===== src/rtl/ctlc_pkg.sv =====
package ctlc_pkg;

  localparam logic [2:0]  PrefixLen    = 3'd6;
  localparam logic [2:0]  MarkerLen    = 3'd5;
  localparam logic [2:0]  PosMax       = 3'd7;
  localparam logic [3:0]  HexMax       = 4'd8;
  localparam logic [31:0] CrcPoly      = 32'hEDB8_8320;
  localparam logic [31:0] CrcInit      = 32'hFFFF_FFFF;
  localparam logic [31:0] CrcXorOut    = 32'hFFFF_FFFF;
  localparam logic [7:0]  EndCharReset = 8'h22;
  localparam logic [7:0]  MarkerFirst  = 8'h26;
  localparam int          QueueDepth   = 2;

  typedef struct packed {
    logic [7:0] data;
    logic       scan;
    logic       crc_en;
    logic       snap;
    logic       hex_en;
    logic       hex_valid;
    logic [3:0] hex_digit;
    logic       last;
    logic       start_ok;
    logic       end_ok;
    logic       seen;
  } tok_t;

  function automatic logic [7:0] prefix_byte(input logic [2:0] idx);
    logic [7:0] b;
    unique case (idx)
      3'd0:    b = 8'h74;
      3'd1:    b = 8'h2E;
      3'd2:    b = 8'h70;
      3'd3:    b = 8'h68;
      3'd4:    b = 8'h70;
      3'd5:    b = 8'h3F;
      default: b = 8'h00;
    endcase
    return b;
  endfunction

  function automatic logic [7:0] marker_byte(input logic [2:0] idx);
    logic [7:0] b;
    unique case (idx)
      3'd0:    b = MarkerFirst;
      3'd1:    b = 8'h63;
      3'd2:    b = 8'h72;
      3'd3:    b = 8'h63;
      3'd4:    b = 8'h3D;
      default: b = 8'h00;
    endcase
    return b;
  endfunction

  // {valid, digit}
  function automatic logic [4:0] hex_decode(input logic [7:0] b);
    logic [4:0] r;
    r = 5'd0;
    if (b >= 8'h30 && b <= 8'h39) begin
      r = {1'b1, 4'(b - 8'h30)};
    end else if (b >= 8'h61 && b <= 8'h66) begin
      r = {1'b1, 4'(b - 8'h57)};
    end else if (b >= 8'h41 && b <= 8'h46) begin
      r = {1'b1, 4'(b - 8'h37)};
    end
    return r;
  endfunction

  function automatic logic [31:0] crc32_byte(input logic [31:0] crc, input logic [7:0] b);
    logic [31:0] c;
    c = crc ^ {24'd0, b};
    for (int i = 0; i < 8; i++) begin
      c = c[0] ? ((c >> 1) ^ CrcPoly) : (c >> 1);
    end
    return c;
  endfunction

endpackage


===== src/rtl/ctlc_back.sv =====
module ctlc_back
  import ctlc_pkg::*;
(
  input  logic        clk,
  input  logic        rst,
  input  logic        pop_valid,
  output logic        pop_ready,
  input  tok_t        pop_data,
  output logic        m_tvalid,
  input  logic        m_tready,
  output logic [71:0] m_tdata
);

  logic [31:0] crc_run, crc_run_next;
  logic [31:0] hist [4];
  logic [31:0] crc_mark, crc_mark_next;
  logic [3:0]  hcount, hcount_next;
  logic        hstop, hstop_next;
  logic [31:0] hval, hval_next;
  logic        pop;
  logic [31:0] comp, recv;
  logic        start_ok, end_ok, seen, crc_ok;
  logic [31:0] recv_q, comp_q;

  assign pop_ready = !pop_data.last || !m_tvalid || m_tready;
  assign pop       = pop_valid & pop_ready;

  always_comb begin
    crc_run_next  = pop_data.crc_en ? crc32_byte(crc_run, pop_data.data) : crc_run;
    crc_mark_next = pop_data.snap ? hist[3] : crc_mark;
    hcount_next   = hcount;
    hstop_next    = hstop;
    hval_next     = hval;
    if (pop_data.hex_en && !hstop && hcount < HexMax) begin
      if (!pop_data.hex_valid) begin
        hstop_next = 1'b1;
      end else begin
        hval_next   = {hval[27:0], pop_data.hex_digit};
        hcount_next = hcount + 4'd1;
      end
    end
    comp = pop_data.seen ? (crc_mark_next ^ CrcXorOut) : 32'd0;
    recv = pop_data.seen ? hval_next : 32'd0;
  end

  always_ff @(posedge clk) begin
    if (rst || (pop && pop_data.last)) begin
      crc_run  <= CrcInit;
      crc_mark <= CrcInit;
      hcount   <= 4'd0;
      hstop    <= 1'b0;
      hval     <= 32'd0;
      for (int i = 0; i < 4; i++) begin
        hist[i] <= CrcInit;
      end
    end else if (pop) begin
      crc_run  <= crc_run_next;
      crc_mark <= crc_mark_next;
      hcount   <= hcount_next;
      hstop    <= hstop_next;
      hval     <= hval_next;
      if (pop_data.scan) begin
        hist[0] <= crc_run;
        for (int i = 1; i < 4; i++) begin
          hist[i] <= hist[i-1];
        end
      end
    end
  end

  always_ff @(posedge clk) begin
    if (rst) begin
      m_tvalid <= 1'b0;
    end else if (pop && pop_data.last) begin
      m_tvalid <= 1'b1;
    end else if (m_tready) begin
      m_tvalid <= 1'b0;
    end
  end

  always_ff @(posedge clk) begin
    if (pop && pop_data.last) begin
      start_ok <= pop_data.start_ok;
      end_ok   <= pop_data.end_ok;
      seen     <= pop_data.seen;
      crc_ok   <= pop_data.seen && (recv == comp);
      recv_q   <= recv;
      comp_q   <= comp;
    end
  end

  assign m_tdata = {4'd0, comp_q, recv_q, crc_ok, seen, end_ok, start_ok};

  a_hex_bound: assert property (@(posedge clk) disable iff (rst)
    hcount <= HexMax)
    else $error("hex digit count overflow");

  a_result_source: assert property (@(posedge clk) disable iff (rst)
    $rose(m_tvalid) |-> $past(pop && pop_data.last))
    else $error("result raised without a last beat");

  a_crc_ok_needs_seen: assert property (@(posedge clk) disable iff (rst)
    m_tvalid && crc_ok |-> seen)
    else $error("crc_ok without marker");

endmodule

===== config.mk =====
export PLATFORM = sky130hd
export DESIGN_NAME = ctlc_back
export DESIGN_NICKNAME = d
export VERILOG_FILES = /design/src/rtl/ctlc_pkg.sv /design/src/rtl/ctlc_back.sv
export SDC_FILE = /design/constraint.sdc
export NUM_CORES = 1
export LEC_CHECK = 0
export BUFFER_PORTS_ARGS = -buffer_cell sky130_fd_sc_hd__buf_2
export CORE_ASPECT_RATIO = 1.1
export CORE_UTILIZATION = 60
export CTS_CLUSTER_SIZE = 25
export DETAILED_ROUTE_END_ITERATION = 6
export GPL_ROUTABILITY_DRIVEN = 0
export PLACE_DENSITY = 0.8
export SYNTH_ARGS = -nofsm -noshare
export SYNTH_HDL_FRONTEND = slang
export SYNTH_SLANG_ARGS = --single-unit

===== constraint.sdc =====
create_clock -name clk -period 12.8 [get_ports clk]
set_input_delay 1.28 -clock clk [delete_from_list [all_inputs] [get_ports clk]]
set_output_delay 1.28 -clock clk [all_outputs]
set_load 0.05 [all_outputs]

## Word-level counts from Yosys, hierarchy flattened

Memory sizes are Yosys's and may differ from the RTL's.
Index checks and enable logic that the tools add are counted.
Widths: inputs -> output; s select.

- Add/subtract/negate cells: 1
- Reduce and logical (&&, ||, !) cells: 14
- $lt $le $gt $ge: 1
- Multiplexer cells: 25
- Bitwise gates (word level): 16
- Equal/unequal tests: 1

Operators with widths:

| kind | number |
|---|---|
| $mux 32 | 17 |
| $not 13->14 | 8 |
| $eq 32x32->1 | 1 |
| $not 32->32 | 1 |
| $xor 32x8->32 | 1 |
| $mux 1 | 8 |
| $reduce_and 3->1 | 2 |
| $add 4x1->4 const B | 1 |
| $logic_and 1x1->1 | 4 |
| $lt 4x4->1 const B | 1 |
| $or 1x1->1 | 4 |
| $logic_not 1->1 | 3 |
| $logic_or 1x1->1 | 3 |
| $reduce_and 2->1 | 1 |
| $reduce_bool 2->1 | 1 |
| $and 1x1->1 | 1 |
| $not 1->1 | 1 |

- Word-level logic and storage cells: 71
- Output and inout port bits: 74
- Memories: 1
- RAM bits: 128
- Register bits: 170

Memory list:

| memory | words | width | read ports | clocked after memory_dff | write ports | RTL line | text |
|---|---|---|---|---|---|---|---|
| hist | 4 | 32 | 4 | 0 | 4 | ctlc_back.sv:15 | `logic [31:0] hist [4];` |

## Longest topological paths before layout

- Depth after elaboration: 17
- Mapped depth: 10
- Gate-level depth less buffers: 7

## Worst setup path after synthesis

Ideal clock, no wire load.

- Kind: input to register
- Start: input port pop_data[3] (netlist name)
- End: memory hist[0][0] (enable)
- Setup slack: 4.896 ns
- Data required time: 12.308 ns
- Cell stages on the path: 6
- Buffers on the path: 2
- Library setup time: 0.492 ns
- Arrival: 7.413 ns
- Cells stage by stage: nand3_1 -> and3_1 -> clkbuf_1 -> nor2_1 -> clkbuf_1 -> nand2_1

RTL lines:

| item | RTL line | text |
|---|---|---|
| start: declaration | ctlc_back.sv:8 | `input tok_t pop_data,` |
| end: declaration | ctlc_back.sv:15 |  |

==> qor.yml <==
status: "complete, no violations"
rsz0062_at_grt: "false"
dpl.cell_count: 1364
antenna_left: 0
cp-endpoint: "hist[0][112]"
area_growth_pct: 11.3
synth_edf_count: 196
ys_warn_count: 0
crit_slowest_cell: "buf_4"
grt_pass1_wl_mm: 40.5
grt_pass1_vias: 7691
slowest_delay_ns: 0.75
period_needed_ns: 3.73
hold_viol_final: 0
cts.sinks: 298
critPathKind: "input port to register"
fillers: 1435
dpl_cell_area_um2: 13100
power_density_nw_per_um2: 150
viasPerCell: 5.75
synthCells: 1086
reg2reg_from: "m_tvalid"
post_synth_instance_area_um2: 12600
cts-root-buf: "clkbuf_16"
setup_viol: 0
crit_fanout: 87
cts.clk_slew.worst_paths_ns: 0.06
pin_count: 99
critPathRequiredTime_ns: 13.19
routed_wl_mm: 25.4
grt-ovfl-total: 0
fin_nets: 1164
fin_crit_sh_pct: 29.1
ys.flop_type: "edfxtp_1"
first_pass_iters: 5
clk-insertion-delay-late_ns: 0.53
avgRoutedWirePerCell_um: 17.9
synth.area.top_cells: "edfxtp_1, dfxtp_1, or3_1"
antenna_found_initial: 1
avgSynthCellArea_um2: 11.6
fmax_mhz: 268
reg2reg_slack_ns: 9.62
htreeDepth: 1
post-route-cell-area_um2: 14000
numCtsBuffers: 28
end_kind: "register"
min_path_type: "register to register"
ys_types: 47
power.leakage_nw: 4.81
final_cell_mix: "edfxtp_1, nand2_1, or3_1"
start_kind: "input port"
multiInputGateArea_um2: 4240
yosysTopAreaCell: "edfxtp_1"
drc: 0
setup_tns_ns: 0
dieHeight_um: 154
finClkSkew_ns: 0.0104
io_buffers: 94
die_w_um: 140
cts_hold_buf: 0
yosysSeqAreaShare_pct: 63.1
cts_tree: "yes"
seq_area_um2: 7930
setup.worst_path.start: "m_tready"
start_util_pct: 61.0
reg2reg_to: "hist[0][112]"
whs_ns: 0.463
ys_ff_latch: 298
slew_viol_final: 0
final_common_cell: "edfxtp_1"
vdd_drop_max_mv: 0.113
yosysTopAreaCellShare_pct: 46.9
dieArea_um2: 21500
clk_path_buf_depth: 3
dp.final_hpwl_mm: 16.7
drtIter0Drc: 646
n_antenna_cell: 0
crit_chain: "buf_2 > inv_1 > nand3_1 > and3_2 > buf_4 > or2_4 > buf_4 > or3_1"
p_total_mw: 2.09
drv_cap: 0
drive_above_1_share_pct: 14.4
num_vias: 8148
final_cells: 1416
grt_max_degree: 129
r2r_cells: 6
async_flop_share_pct: 0
post_cts.repair.setup_buffers: 0
cp_common_cell: "buf_4"
fp-row-count: 55
crit_arrival_ns: 4.12
core-area_um2: 20600
worst_pin_slew_ns: 1.03
maxSlewHeadroom_pct: 30.9
grt_usage_pct: 24.0
ctsResizeCount: 0
## cells by family (layout without fill, tap and decap cells)
logic type / count (synthesis) / count (layout) / synth area share (%)
and+or+nand+nor: 442 / 442 / 17.4
adders and majority gates: 1 / 1 / 0.0996
other: 1 / 4 / 0.0299
DFF: 298 / 298 / 63.1
muxes: 58 / 58 / 4.71
buffers and inverters: 97 / 168 / 3.47
xor gates and xnor gates: 75 / 75 / 5.23
AOI/OAI and AO/OA: 114 / 114 / 5.93
## critical path: cells and delay by family
| kind | cells | cell delay, ns |
|---|---|---|
| buf+inv | 4 | 1.54 |
| simple gates | 4 | 1.27 |
## routing by layer
metal,part of all wire [%],global-route usage (%),vias up
met5,0.063,0,-
met4,4.8,12.2,2
met3,5.1,3.21,76
met2,48,40.2,304
met1,42,30.8,3806
li1,-,-,3960
## synth_stat cells, drive strengths merged, types with 2 or more instances
master,n
dfxtp,102
nand2,187
or4,3
o21ai,3
o311ai,2
o22ai,3
o211ai,38
nor2b,2
a22o,3
nor2,34
a221oi,2
mux2,6
buf,23
a21oi,47
xnor2,53
nand3,28
or3,131
or2,3
inv,12
a22oi,8
edfxtp,196
and3,3
and2,25
o2111ai,2
nor3,18
clkbuf,62
mux2i,52
xor2,22
nor4,4
## how the worst min path moves through the flow
stage	start	end	slack [ns]	depth (start not counted)
3_5_place_dp	crc_mark[20]	crc_mark[20]	0.45	2
2_1_floorplan	hval[31]	hval[31]	0.44	2
6_report	crc_mark[23]	crc_mark[23]	0.46	2
5_1_grt	crc_mark[20]	crc_mark[20]	0.48	2
4_1_cts	hval[30]	hval[30]	0.46	2
3_3_place_gp	hval[30]	hval[30]	0.44	2
## power by group
group / leakage (nW) / total (mW) / switching (mW) / internal, mW
Clock: 0.439 / 0.797 / 0.337 / 0.459
Sequential: 2.43 / 1.06 / 0.0133 / 1.05
Combinational: 1.94 / 0.237 / 0.158 / 0.0795
## sequential cells by signal (all words and copies together) (netlist names)
signal    cells
hist        128
hval         32
crc_ok        1
recv_q       32
seen          1
hstop         1
start_ok      1
comp_q       32
crc_mark     32
crc_run      32
end_ok        1
m_tvalid      1
hcount        4
## per-stage QoR
stage / util [%] / setup slack [ns]
finish: 67.9 / 9.07
global route: 67.9 / 8.81
CTS: 67.9 / 9.04
detailed placement: 63.5 / 8.51
global placement: 63.5 / 8.57
floorplan: - / 4.90
## final cells by class
type	count	share of cell area, %
Clock buffer	42	5.83
Clock inverter	10	0.573
Inverter	12	0.322
Multi-Input combinational cell	694	30.3
Sequential cell	298	56.8
Tap cell	256	2.29
Timing Repair Buffer	104	3.91
(Power assumes the default switching activity.)
